<file path="src/rtl/oahm_pkg.sv">
// Shared types and constants for the open-addressing hash map.
// No dependencies.
package oahm_pkg;
  localparam int TABLE_DEPTH = 4096;
  localparam int START_SIZE  = 8;
  localparam int KEY_BYTES   = 8;
  localparam int VALUE_BITS  = 32;
  localparam int IDX_W  = $clog2(TABLE_DEPTH);
  localparam int ADDR_W = IDX_W + 1;
  localparam int SIZE_W = IDX_W + 1;
  localparam int CNT_W  = 13;
  localparam int QDEPTH = 2;

  localparam logic [2:0] OP_GET    = 3'd0;
  localparam logic [2:0] OP_SET    = 3'd1;
  localparam logic [2:0] OP_ADD    = 3'd2;
  localparam logic [2:0] OP_REMOVE = 3'd3;
  localparam logic [2:0] OP_HAS    = 3'd4;
  localparam logic [2:0] OP_CLEAR  = 3'd5;

  localparam logic [1:0] MARK_EMPTY = 2'd0;
  localparam logic [1:0] MARK_LIVE  = 2'd1;
  localparam logic [1:0] MARK_TOMB  = 2'd2;

  localparam logic [1:0] ST_OK    = 2'd0;
  localparam logic [1:0] ST_MISS  = 2'd1;
  localparam logic [1:0] ST_FULL  = 2'd2;

  typedef struct packed {
    logic [2:0]            op;
    logic                  bad_op;
    logic [63:0]           key;
    logic [3:0]            len;
    logic [31:0]           hash;
    logic [VALUE_BITS-1:0] value;
    logic [VALUE_BITS-1:0] dflt;
  } cmd_t;
endpackage

</file>
<file path="src/rtl/oahm_front.sv">
// Front end: normalizes the key and hashes it one byte per cycle.
// Depends on oahm_pkg.
module oahm_front (
  input  logic                           clk,
  input  logic                           rst_n,
  input  logic                           in_take,
  input  logic [2:0]                     in_op,
  input  logic [63:0]                    in_key,
  input  logic [3:0]                     in_key_len,
  input  logic [oahm_pkg::VALUE_BITS-1:0] in_value,
  input  logic [oahm_pkg::VALUE_BITS-1:0] in_default_value,
  output logic                           busy,
  output logic                           cmd_valid,
  output oahm_pkg::cmd_t                 cmd,
  input  logic                           cmd_ready
);
  import oahm_pkg::*;

  cmd_t       cmd_r;
  logic       run_r, done_r;
  logic [3:0] b_r;
  logic [3:0] len_c;
  logic [63:0] mask_c;

  always_comb begin
    len_c = in_key_len;
    if (len_c == 4'd0) len_c = 4'd1;
    if (len_c > 4'(KEY_BYTES)) len_c = 4'(KEY_BYTES);
    mask_c = '0;
    for (int k = 0; k < 8; k++)
      if (k < int'(len_c)) mask_c[k*8 +: 8] = 8'hff;
  end

  assign busy      = run_r | done_r;
  assign cmd_valid = done_r;
  assign cmd       = cmd_r;

  always_ff @(posedge clk) begin
    if (!rst_n) begin
      run_r  <= 1'b0;
      done_r <= 1'b0;
    end else if (in_take) begin
      cmd_r.op     <= in_op;
      cmd_r.bad_op <= (in_op > OP_CLEAR);
      cmd_r.key    <= in_key & mask_c;
      cmd_r.len    <= len_c;
      cmd_r.hash   <= '0;
      cmd_r.value  <= in_value;
      cmd_r.dflt   <= in_default_value;
      b_r          <= '0;
      run_r        <= 1'b1;
    end else if (run_r) begin
      // h = h*131 + byte
      cmd_r.hash <= (cmd_r.hash << 7) + (cmd_r.hash << 1) + cmd_r.hash
                    + 32'(cmd_r.key[b_r[2:0]*8 +: 8]);
      b_r <= b_r + 4'd1;
      if (b_r + 4'd1 == cmd_r.len) begin
        run_r  <= 1'b0;
        done_r <= 1'b1;
      end
    end else if (done_r && cmd_ready) begin
      done_r <= 1'b0;
    end
  end
endmodule

</file>
<file path="config.mk">
export PLATFORM = sky130hd
export DESIGN_NAME = oahm_front
export DESIGN_NICKNAME = d
export VERILOG_FILES = /design/src/rtl/oahm_pkg.sv /design/src/rtl/oahm_front.sv
export SDC_FILE = /design/constraint.sdc
export NUM_CORES = 1
export LEC_CHECK = 0
export BUFFER_PORTS_ARGS = -buffer_cell sky130_fd_sc_hd__buf_4
export CORE_MARGIN = 2
export CORE_UTILIZATION = 55
export DETAILED_ROUTE_END_ITERATION = 12
export GPL_TIMING_DRIVEN = 0
export PLACE_DENSITY_LB_ADDON = 0.2
export SYNTH_ARGS = -nofsm -noshare
export SYNTH_HDL_FRONTEND = slang
export SYNTH_SLANG_ARGS = --single-unit
</file>
<file path="constraint.sdc">
create_clock -name clk -period 6.9 [get_ports clk]
set_input_delay 0.69 -clock clk [delete_from_list [all_inputs] [get_ports clk]]
set_output_delay 0.69 -clock clk [all_outputs]
set_load 0.01 [all_outputs]
</file>
# --- Word level (Yosys, flattened, before mapping) ---
# Index checks and enable logic that the tools add are counted.
word_totals:
  n_memories: 0
  mem_bits_ro: 0
  regBits: 174
  latch_bits: 0
  ramBits: 0
op_classes:
  n_addsub: 4
  div: 0
  reduce_logical: 7
  shift: 1
  n_lt_le_gt_ge: 10
  n_bitwise: 3
  muxes: 18
  eq_ne: 2
  mul: 0
op_table:
  columns: ["operator", "n"]
  rows:
  - ["$add A32 B32 Y32", 2]
  - ["$and A64 B64 Y64", 1]
  - ["$mux W8", 8]
  - ["$shiftx A64 B7 Y8", 1]
  - ["$add A32 B8 Y32", 1]
  - ["$mux W32", 1]
  - ["$lt A3 B4 Y1 const A", 4]
  - ["$mux W4", 3]
  - ["$lt A1 B4 Y1 const A", 2]
  - ["$lt A2 B4 Y1 const A", 2]
  - ["$mux W1", 6]
  - ["$add A4 B1 Y4 const B", 1]
  - ["$eq A4 B4 Y1", 1]
  - ["$gt A4 B4 Y1 const B", 1]
  - ["$logic_not A4 Y1", 1]
  - ["$reduce_and A2 Y1", 2]
  - ["$reduce_bool A2 Y1", 2]
  - ["$gt A3 B3 Y1 const B", 1]
  - ["$reduce_and A3 Y1", 1]
  - ["$ne A2 B1 Y1 const B", 1]
  - ["$logic_and A1 B1 Y1", 1]
  - ["$not A1 Y1", 1]
  - ["$or A1 B1 Y1", 1]

# --- Depth between registers and ports, before layout ---
depth:
  word_depth: 7
  depth_mapped: 16
  depth_no_buf: 14

# --- Worst setup path after synthesis ---
# No wires, ideal clock.
synth_path:
  path_kind: "input -> register"
  startpoint: "input port in_take"
  endpoint: "register cmd_r, in the netlist cmd[0], enable pin"
  setup_slack_ns: 2.129
  arrival_ns: 4.260
  path_buffers: 2
  t_required_ns: 6.389
  cell_stages: 3
  cell_sequence: "buf_6 clkbuf_1 and2_1"
synth_via:
  elab_chain_cells: 1
synth_rtl:
  columns: ["element", "line_no", "text"]
  rows:
  - ["from (decl)", "oahm_front.sv:6", "input logic in_take,"]
  - ["$reduce_and A2 Y1 (no line)", null, null]
  - ["to (decl)", "oahm_front.sv:19", "cmd_t cmd_r;"]
# No other way between the ends.
# A chain may end at the register's enable or synchronous reset.

# --- Worst setup path in the final report ---
layout_path:
  startpoint: "register b_r[1]"
  endpoint: "register cmd_r, in the netlist cmd[92], data pin"
layout_via:
  elab_chain_cells: 3
layout_rtl:
  columns: ["element", "line_no", "text"]
  rows:
  - ["from (decl)", "oahm_front.sv:21", "logic [3:0] b_r;"]
  - ["from (signal assigned)", "oahm_front.sv:56", "b_r <= b_r + 4'd1;"]
  - ["$shiftx A64 B7 Y8", "oahm_front.sv:55", "+ 32'(cmd_r.key[b_r[2:0]*8 +: 8]);"]
  - ["$add A32 B8 Y32", "oahm_front.sv:55", null]
  - ["$mux W32", "oahm_front.sv:52", "end else if (run_r) begin"]
# No other way between the ends. The select of a mux whose other input is x is not followed.

==> impl_metrics.toml <==
[critical_path]
start_kind = "register"
rr_endpoint = "cmd[92]"
r2r_setup_slack_ns = 2.05
cp.depth = 16
slowest_delay_ns = 0.56
reg2reg_from = "b_r[1]"
worstSetupPathType = "register to register"
crit_path_max_fanout = 10
crit_path_end_kind = "register"
cp_num_buf_inv = 3
required_ns = 7.06
crit_path_cell_trace = "buf_4, clkbuf_1, mux4_2, mux2i_1, fa_1, inv_1, ha_1, ha_1, fa_1, a21oi_1, o211ai_2, a211oi_1, nor4b_2, o22ai_1, xor2_1, nor2_1"
cp_slowest_cell = "clkbuf_1"
startpoint = "b_r[1]"
reg2reg_depth = 16
cp.arrival_ns = 5.00
critPathTopFamily = "adder cells"
endpoint = "cmd[92]"

[final_layout]
post-route-util_pct = 75.1
fillCellCount = 1126
drive_gt1_share_pct = 39.1
diodes = 0
final_cell_count_no_fill = 1202
final_nets = 1200
area_growth_pct = 34.1

[detailed_routing]
drt-vias-per-instance = 5.34
drt_first_pass_iters = 4
postRouteAntennaNets = 0
wl_um = 24700
routedWlPerCell_um = 20.6
route.vias.total = 6422
drc = 0
drt_iter0_drc = 441

[floorplan]
core_um2 = 16500
boundaryPins = 309
die_y_um = 133
initial_core_util_pct = 56.0
die_area_um2 = 17800
num_rows = 47
die_w_um = 133

[min_path]
hp-start = "in_key[7]"
min_path_type = "primary input to register"

[sta]
fmax_mhz = 206
slew_headroom_pct = 21.4
setup_slack_ns = 2.05
setup_tns_ns = 0
fin_crit_sh_pct = 70.2
finalSetupViolCount = 0
timing.final.hold_violations = 0
rsz0062_at_grt = "no"
worst_slew_pin_slew_ns = 1.17
fin_crit_ns = 4.85
drv_slew = 0
fin_worst_skew_ns = 0.0121

[synth]
avgSynthCellArea_um2 = 14.2
synth_flop_cell = "edfxtp_1"
synth_cell_types = 54
synth_fp_nets = 881
yosys.area.top_type = "edfxtp_1"
ys_seq_elements = 174
syn_area_um2 = 9220
async_flop_share_pct = 0
synth_edf_count = 172
yosys_warnings = 0
syn_inst = 650
seq_area_frac_synth_pct = 56.5
synthTopCellsByArea = "edfxtp_1, ha_1, fa_1"
synth.top_cell.area_share_pct = 56.0

[clock_tree]
cts_max_path_buffers = 2
cts.clk_slew.worst_paths_ns = 0.07
cts_tree = "built"
clockRootBuffer = "clkbuf_16"
h-tree-depth = 4
postCtsSetupBuffers = 0
postCtsResizedCells = 0
cts.sinks = 174
holdBufCountCts = 0
cts_made_buffers = 17
clk_latency_ns = 0.43

[global_routing]
grt_pass1_vias = 6735
grt_pass1_wl_um = 37300
grt-ovfl-total = 0
grt_max_degree = 63
grt_usage_pct = 28.3
antenna_found_initial = 0

[place]
dpl.cell_count = 1170
dp.final_hpwl_um = 19200
place_congestion = 0.878
port_buffers = 298
dp_slack_ns = 2.09

[status]
outcome = "finished, final reports clean"

[pwr]
p_total_mw = 7.70
ir_drop_mv = 0.494
p_leak_nw = 5.18
power_density_nw_per_um2 = 623

[flow_run]
cap_violations = 0
[worst min path at each step]
stage          slack [ns]  depth (start not counted)        end
3_3_place_gp         0.48                          1  cmd_valid
6_report             0.43                          1   cmd[107]
3_5_place_dp         0.50                          1  cmd_valid
5_1_grt              0.42                          1   cmd[104]
2_1_floorplan        0.53                          1  cmd_valid
4_1_cts              0.42                          1   cmd[104]
[metrics by stage]
step                hold WS [ns]  instance area, um2
floorplan                  0.533                9220
global placement           0.484               11700
detailed placement         0.502               11800
CTS                        0.417               12400
global route               0.415               12400
finish                     0.427               12400
[cells in the mapped netlist (7+ instances only)]
| library cell | count |
|---|---|
| xor2_1 | 15 |
| fa_1 | 32 |
| nor2_1 | 48 |
| buf_6 | 7 |
| nand3_1 | 7 |
| o21ai_1 | 11 |
| clkbuf_1 | 16 |
| nor2b_1 | 61 |
| xnor2_1 | 15 |
| and2_1 | 11 |
| mux4_2 | 16 |
| o21a_1 | 8 |
| a21o_1 | 8 |
| a21oi_1 | 32 |
| inv_1 | 29 |
| edfxtp_1 | 172 |
| nand4_1 | 7 |
| nand2_1 | 23 |
| ha_1 | 60 |
[layer usage]
metal  track usage, %  part of all wire [%]  vias to the layer above  wire, um
li1                 -                     -                     3005         -
met1             31.1                    36                     3150      8800
met2             50.7                    53                      228     13200
met3             10.5                   8.7                       39      2150
met4             8.92                   2.3                        0       580
met5                0                     0                        -         0
[cell type report]
cell class	instances	area, um2	area share [%]
Buffer	28	171	1.39
Clock buffer	17	425	3.44
Clock inverter	15	148	1.19
Inverter	29	109	0.880
Multi-Input combinational cell	419	3740	30.2
Sequential cell	174	5200	42.1
Tap cell	220	275	2.23
Timing Repair Buffer	300	2290	18.5
[registers in the layout, summed over array words and instances, names as in the netlist]
name / count
b_r: 4
cmd: 168
cmd_valid: 1
run_r: 1
[placed cells by master, fill, tap and decap left out, drive strengths merged, types with 18 or more instances in the layout]
| cell | count |
|---|---|
| a21oi | 35 |
| buf | 312 |
| clkbuf | 33 |
| edfxtp | 172 |
| fa | 32 |
| ha | 60 |
| inv | 38 |
| nand2 | 24 |
| nor2 | 48 |
| nor2b | 61 |
| o21ai | 18 |
[power by group]
| group | internal (mW) | switching (mW) |
|---|---|---|
| Combinational | 2.21 | 2.88 |
| Clock | 0.481 | 0.463 |
| Sequential | 1.47 | 0.199 |
| Total | 4.16 | 3.54 |
[kinds of logic after synthesis]
logic type	share of synthesized area, %
adders and majority gates	15.1
AOI/OAI and AO/OA	6.99
buffers and inverters	3.04
xor gates and xnor gates	3.03
DFF	56.5
and+or+nand+nor	9.96
muxes	5.43
Power figures use the tool's default switching activity.
