[config.mk]
export PLATFORM = sky130hd
export DESIGN_NAME = oahm_queue
export DESIGN_NICKNAME = d
export VERILOG_FILES = /design/src/rtl/oahm_pkg.sv /design/src/rtl/oahm_queue.sv
export SDC_FILE = /design/constraint.sdc
export NUM_CORES = 1
export LEC_CHECK = 0
export ABC_AREA = 1
export BUFFER_PORTS_ARGS = -buffer_cell sky130_fd_sc_hd__buf_2
export CAP_MARGIN = 20
export CORE_MARGIN = 10
export CORE_UTILIZATION = 45
export DETAILED_ROUTE_END_ITERATION = 8
export PLACE_DENSITY = 0.73
export SYNTH_ARGS = -nofsm -noshare
export SYNTH_HDL_FRONTEND = slang
export SYNTH_SLANG_ARGS = --single-unit
[constraint.sdc]
create_clock -name clk -period 8 [get_ports clk]
set_input_delay 0 -clock clk [delete_from_list [all_inputs] [get_ports clk]]
set_output_delay 0 -clock clk [all_outputs]
set_load 0.01 [all_outputs]
[src/rtl/oahm_pkg.sv]
// Shared types and constants for the open-addressing hash map.
// No dependencies.
package oahm_pkg;
  localparam int TABLE_DEPTH = 4096;
  localparam int START_SIZE  = 8;
  localparam int KEY_BYTES   = 8;
  localparam int VALUE_BITS  = 32;
  localparam int IDX_W  = $clog2(TABLE_DEPTH);
  localparam int ADDR_W = IDX_W + 1;
  localparam int SIZE_W = IDX_W + 1;
  localparam int CNT_W  = 13;
  localparam int QDEPTH = 2;

  localparam logic [2:0] OP_GET    = 3'd0;
  localparam logic [2:0] OP_SET    = 3'd1;
  localparam logic [2:0] OP_ADD    = 3'd2;
  localparam logic [2:0] OP_REMOVE = 3'd3;
  localparam logic [2:0] OP_HAS    = 3'd4;
  localparam logic [2:0] OP_CLEAR  = 3'd5;

  localparam logic [1:0] MARK_EMPTY = 2'd0;
  localparam logic [1:0] MARK_LIVE  = 2'd1;
  localparam logic [1:0] MARK_TOMB  = 2'd2;

  localparam logic [1:0] ST_OK    = 2'd0;
  localparam logic [1:0] ST_MISS  = 2'd1;
  localparam logic [1:0] ST_FULL  = 2'd2;

  typedef struct packed {
    logic [2:0]            op;
    logic                  bad_op;
    logic [63:0]           key;
    logic [3:0]            len;
    logic [31:0]           hash;
    logic [VALUE_BITS-1:0] value;
    logic [VALUE_BITS-1:0] dflt;
  } cmd_t;
endpackage

[src/rtl/oahm_queue.sv]
// Two-entry command queue between front and back end.
// Depends on oahm_pkg.
module oahm_queue (
  input  logic           clk,
  input  logic           rst_n,
  input  logic           push,
  input  oahm_pkg::cmd_t push_cmd,
  output logic           full,
  output logic           not_empty,
  output oahm_pkg::cmd_t head,
  input  logic           pop
);
  import oahm_pkg::*;

  cmd_t       mem_r [QDEPTH];
  logic       wp_r, rp_r;
  logic [1:0] cnt_r;

  assign full      = (cnt_r == 2'(QDEPTH));
  assign not_empty = (cnt_r != 2'd0);
  assign head      = mem_r[rp_r];

  always_ff @(posedge clk) begin
    if (push) mem_r[wp_r] <= push_cmd;
    if (!rst_n) begin
      wp_r  <= 1'b0;
      rp_r  <= 1'b0;
      cnt_r <= '0;
    end else begin
      if (push) wp_r <= ~wp_r;
      if (pop)  rp_r <= ~rp_r;
      cnt_r <= cnt_r + 2'(push) - 2'(pop);
    end
  end
endmodule

After elaboration in Yosys (flattened, before gate mapping)
Memories as Yosys holds them, arrays and structs flattened. A register that Yosys moved wholly into a read port is not among the register bits.
Index checks and enable logic that the tools add are counted.
Storage, ports and cells
  input port bits: 172
  output and inout bits: 170
  RAM bits: 336
  memories: 1
  bits in registers: 4
Memory list
  mem_r: depth 2, bits a word 168, rd ports 1, clocked after Yosys merged registers in 1, wr ports 1, line oahm_queue.sv:15  | cmd_t mem_r [QDEPTH];
Cells by class
  reductions and logical operators: 1
  eq/ne operators: 1
  add/subtract/negate cells: 2
  bitwise operators: 2
  multiplexer cells: 4
Operator list (number)
  $mux W1: 4
  $add A2 B1 Y2: 1
  $eq A2 B2 Y1 const B: 1
  $not A1 Y1: 2
  $reduce_bool A2 Y1: 1
  $sub A2 B1 Y2: 1

Depth between registers and ports, before layout
Gate-level depths: netlist of the first run.
  depth in word-level cells: 3
  depth in mapped cells: 9
  gate-level depth less buffers: 9

Worst setup path after synthesis of the first run
Ideal clock, no wire load.
  path type: flip-flop to flip-flop
  start: register wp_r
  end: memory mem_r[0][0] in the netlist's numbering, enable pin
  stages on the path, launching flop included: 2
  library setup time: 703 ps
  arrival: 7277 ps
  required time: 7297 ps
  clock period less this slack: 7980 ps
  slack: 20 ps
  cells stage by stage: dfxtp_1 > nor2_1
RTL lines
  start, declared: line oahm_queue.sv:16  | logic wp_r, rp_r;
  start signal, assigned: line oahm_queue.sv:30  | if (push) wp_r <= ~wp_r;
  end, declared: line oahm_queue.sv:15
Straight into the memory's write port.

==> run metrics, run 1 <==
number of standard cells after synthesis 556; number of global-route vias before repair 7,952; number of I/O pins 342; final setup violation count 0; final cell count without fillers 1,498; sequential share of the synthesized area 79.76%; Worst EP arrival 2.88 ns; final count of hold timing violations 0; number of vias per cell after detailed routing 4.767; CTS H-tree depth 2; Worst Hold Margin 0.2128 ns; Post-Place Worst Slack 5.375 ns; share of cells above drive strength 1 50.45%; area overhead of the layout relative to synthesis 37.79%; placed instance count 1,260; overall global routing resource usage 16.44%; number of standard-cell rows in the floorplan 61; HPWL after detailed placement 18,190 microns; post-detailed-route DRC marker count 0; Cell variety after synth 12; Starting Density 45.73%; count of clock tree sinks 341; peak ir drop on the vdd network 0.2355 mV; clock share of power 36.6%; final worst-path cycle share 36.00%; path class of the lowest-slack min-delay path in -> reg; Root Buffer Master clkbuf_16; leakage power 6.902 nW; clock tree from TritonCTS built; per-instance average area after synthesis 22.98 sq um; measured slew at the worst slew-check pin 1.054 ns; maximum buffer depth of the clock tree 3; setup repair after global routing missed its margin false; buffers inserted during post-CTS setup optimization 0; predominant post-synthesis flop cell edfxtp_1; clock latency at the later pin of the worst-skew pair 0.50 ns; count of flip-flops with a built-in enable after synthesis 336; logic gate share of total power 11.5%; max_slew headroom 29.70%; final worst-path setup slack 5.120 ns; antenna violation net count after detailed routing 0; sequential fraction of design power 51.9%; result of the run finished, final reports clean; cell area power density 230.3 nW/um^2; total overflow reported by the global router 0; cells taking the most area after synthesis edfxtp_1, mux2_4, mux2_2; async set or reset register ratio after synthesis 0%; sum of internal, switching and leakage power 4.054 mW; cell with the most instances after synthesis edfxtp_1; average routed wire per standard cell 20.17 microns; Internal 3.164 mW; type of element launching the critical path register; Crit Path Max Fanout 123; post-route setup TNS 0 ns; maximum number of pins on one net before global-route repair 124; class of the most critical setup path reg -> out; netlist area before placement 12,770 sq um; Total Nets Final 1,266; Net Sw Frac 21.95%; total nets after synthesis 730; RePlAce Congestion 0.7448; Post-Route WL 30,210 microns; Die Outline Area 35,530 sq um; required time worst endpoint 8.00 ns; area share of the largest cell type after synthesis 78.98%; DRC violation total after the first TritonRoute iteration 381; clk_skew 0.007612 ns; input/output buffers 341; wire length of the first global-routing pass 46,220 microns; switching component of the power 0.8900 mW; Num CTS Buffers 36; Max Cap Violations 0; Max Clock Freq 347.2 MHz; number of antenna violations at the first check in global routing 3; flip-flop and latch count after synthesis 341; vias 7,141; Die Y 188.5 microns; 1st-pass router iterations 4; largest area contributor in the netlist edfxtp_1; sort of element at the end of the critical path output pin; Core Region 27,930 sq um; leading post-synthesis cells by instance count edfxtp_1, mux2_4, mux2_2, buf_6, nand2_1; total count of max-transition violations in the final report 0; clock period minus final worst setup slack 2.880 ns; Yosys warnings 0; Die Span X 188.5 microns; clock transition time at the flip-flop clock pins of the worst setup and hold paths 0.06 ns
## per-stage QoR
step | instance area (sq um) | util [%]
after global routing | 17600 | 63.00
after CTS | 17590 | 62.98
after detailed placement | 14820 | 53.07
after global placement | 14820 | 53.07
after floorplan | 12770 | -
final | 17600 | 63.01
## power groups by stage
stage	sequential, mW	clock [mW]	combinational (mW)
5_1_grt	2.11	1.60	0.499
2_1_floorplan	2.14	0	0.237
4_1_cts	2.10	1.53	0.468
3_3_place_gp	2.13	0	0.392
6_report	2.10	1.48	0.466
3_5_place_dp	2.14	0	0.397
## state kept, by name, summed over array words and instances (netlist names), named ones only
register,cells
rp_r,1
wp_r,1
mem_r,336
cnt_r,2
## routing by layer
layer,routed length [microns],up-vias,track usage (%)
li1,-,3273,-
met1,11850,3522,18.95
met2,15280,294,28.50
met3,2373,52,5.336
met4,708,0,5.067
met5,0,-,0
## timing repair
action,CTS,global route
endpoints found under the hold margin,341,0
endpoints found under the setup margin,0,0
hold buffers,172,0
gates resized for setup,0,0
## final timing paths
check	startpoint	endpoint	slack, ns	depth (start not counted)
setup reg to reg	wp_r	mem_r[1][38]	5.48	3
hold reg to reg	rp_r	rp_r	0.51	2
hold / removal	push_cmd[57]	mem_r[1][57]	0.21	2
setup / recovery	register	head[18]	5.12	3
## layout by cell type, fill, tap and decap left out
cell,n
inv_6,3
nand3_1,1
inv_1,6
clkbuf_1,7
buf_2,341
dfxtp_4,1
nor2_4,1
clkinv_1,8
nand2_1,9
mux2_4,101
diode_2,4
nor2_1,7
buf_12,1
clkinv_4,1
dlygate4sd3_1,172
clkinvlp_4,1
buf_4,3
clkinv_2,6
dfxtp_1,4
clkbuf_16,37
mux2_2,67
ha_1,2
edfxtp_1,336
a21oi_1,1
## cells by family (layout without fill, tap and decap cells)
group / Yosys count / in the layout / share of synthesized area [%]
fa+ha+maj: 2 / 2 / 0.1959
simple gates: 18 / 18 / 0.5386
other cells: 0 / 4 / 0
mux: 168 / 168 / 17.78
compound gates: 1 / 1 / 0.03914
buf+inv: 26 / 586 / 1.685
flops: 341 / 341 / 79.76
## worst max-delay path, stage by stage, from the launching register on
cell and delay, ns:
dfxtp_4 0.92, buf_12 0.54, mux2_2 0.42, buf_2 0.15
## cell type report
cell class                 count  area, sq um
antenna                        4        10.01
timing repair buffer         517         3471
fill                        1930        10330
clock buffer                  44        952.2
tap                          378        473.0
clock inverter                18        93.84
multi-input combinational    189         2377
sequential                   341        10190
inverter                       7        31.28
No activity file was read; power rests on OpenSTA's default activity.
==> inputs of run 2 (changes only) <==
- clock period: 8 -> 2.46 ns (I/O delays scaled with it)
==> run metrics, run 2 (synthesized netlist as in run 1, its figures left out) <==
result of the run finished, final reports clean; Num CTS Buffers 36; type of element launching the critical path register; number of antenna violations at the first check in global routing 1; combined buffer and inverter count along the critical path 2; clock share of power 36.9%; antenna violation net count after detailed routing 0; highest signal layer in the routed design met4; final worst-path setup slack 0.3976 ns; clock latency at the later pin of the worst-skew pair 0.49 ns; required time worst endpoint 2.46 ns; 1st-pass router iterations 4; total overflow reported by the global router 0; number of standard-cell rows in the floorplan 61; number of global-route vias before repair 7,981; setup repair after global routing missed its margin false; CTS Hold Buffers Added 172; final cell count without fillers 1,507; Worst EP arrival 2.06 ns; number of inserted filler cells in the final layout 1,909; final worst-path cycle share 83.84%; wire length of the first global-routing pass 47,340 microns; Root Buffer Master clkbuf_16; average routed wire per standard cell 20.42 microns; post-cts repair resize count 0; Total Nets Final 1,276; share of cells above drive strength 1 50.89%; largest registers mem_r: 336 flops, cnt_r: 2 flops; total count of max-transition violations in the final report 0; overall global routing resource usage 16.93%; vias 7,234; sequential fraction of design power 51.2%; class of the most critical setup path reg -> out; measured slew at the worst slew-check pin 0.5748 ns; logic gate share of total power 11.8%; fin util 63.77%; Max Clock Freq 484.9 MHz; DRC violation total after the first TritonRoute iteration 366; number of vias per cell after detailed routing 4.800; peak ir drop on the vdd network 0.6836 mV; final count of hold timing violations 0; cell chain of the critical path buf_12, mux2_4, buf_2; CTS H-tree depth 2; final setup violation count 0; Starting Density 45.73%; met2 wirelength from detailed routing 15,660 microns; clock transition time at the flip-flop clock pins of the worst setup and hold paths 0.06 ns; Largest register FFs 336; maximum number of pins on one net before global-route repair 92; clock period minus final worst setup slack 2.062 ns; max_slew headroom 61.68%; Max Cap Violations 0; slowest stage cell, crit path dfxtp_4; count of clock tree sinks 341; category of cells accounting for the largest share of critical-path delay flip-flops; Die Span X 188.5 microns; HPWL after detailed placement 19,340 microns; number of I/O pins 342; placed instance count 1,270; Post-Route WL 30,780 microns; Die Y 188.5 microns; length of routed wiring on met1 11,890 microns; delay of the slowest cell on the worst path 0.72 ns; cell area power density 748.1 nW/um^2; leakage power 6.992 nW; most frequent standard cell in the layout excluding fill and tap cells buf_2; post-detailed-route DRC marker count 0; Die Outline Area 35,530 sq um; most frequent cells in the layout buf_2, edfxtp_1, dlygate4sd3_1; Crit Path Max Fanout 32; RePlAce Congestion 0.7870; Post-Place Worst Slack 0.8659 ns; switching component of the power 2.836 mW; Core Region 27,930 sq um; path class of the lowest-slack min-delay path in -> reg; input/output buffers 341; maximum buffer depth of the clock tree 3; clock tree from TritonCTS built; area overhead of the layout relative to synthesis 39.44%; Detail Route met3 WL 2463 microns; Internal 10.49 mW; sum of internal, switching and leakage power 13.33 mW; buffers inserted during post-CTS setup optimization 0; register with the most flip-flops mem_r; Net Sw Frac 21.28%; sort of element at the end of the critical path output pin; clk_skew 0.006597 ns; Worst Hold Margin 0.2335 ns
## run 2: cell types whose count changed in the layout (fill, tap and decap cells not counted), moves of 2 or more
cell      previous run  this run
buf_12               1         9
buf_4                3         5
clkbuf_1             7        11
clkbuf_8             0         2
clkinv_2             6         4
diode_2              4         1
inv_6                3         0
## run 2: path summary, 6_finish.rpt
kind              slack, ns      endpoint  cells past startpoint          from
hold / removal         0.23  mem_r[0][46]                      2  push_cmd[46]
setup reg to reg       0.72      cnt_r[0]                      7      cnt_r[0]
setup / recovery       0.40     head[111]                      3      register
hold reg to reg        0.50          rp_r                      2          rp_r
## run 2: power groups by stage
stage	sequential [mW]	clock (mW)	combinational (mW)
finish	6.83	4.92	1.58
floorplan	6.93	0	0.773
CTS	6.83	5.06	1.58
detailed placement	6.95	0	1.34
global route	6.86	5.31	1.69
global placement	6.93	0	1.33
## run 2: metrics by stage
stage,cell area (sq um),setup TNS (ns)
global placement,15000,0
global route,17810,0
finish,17810,0
CTS,17810,0
floorplan,12790,-266.43
detailed placement,15000,0
## run 2: layer usage
layer,vias to the layer above,GRT usage [%]
li1,3288,-
met4,0,5.708
met2,313,29.11
met1,3580,19.61
met3,53,5.391
met5,-,0
## run 2: area by class of cell
| class | instances | area [sq um] | area share [%] |
|---|---|---|---|
| multi-input combinational | 189 | 2380 | 13.36 |
| sequential | 341 | 10190 | 57.23 |
| tap | 378 | 473.0 | 2.655 |
| clock inverter | 14 | 92.59 | 0.5198 |
| inverter | 7 | 30.03 | 0.1686 |
| antenna | 1 | 2.502 | 0.01405 |
| clock buffer | 50 | 994.7 | 5.584 |
| timing repair buffer | 527 | 3646 | 20.47 |
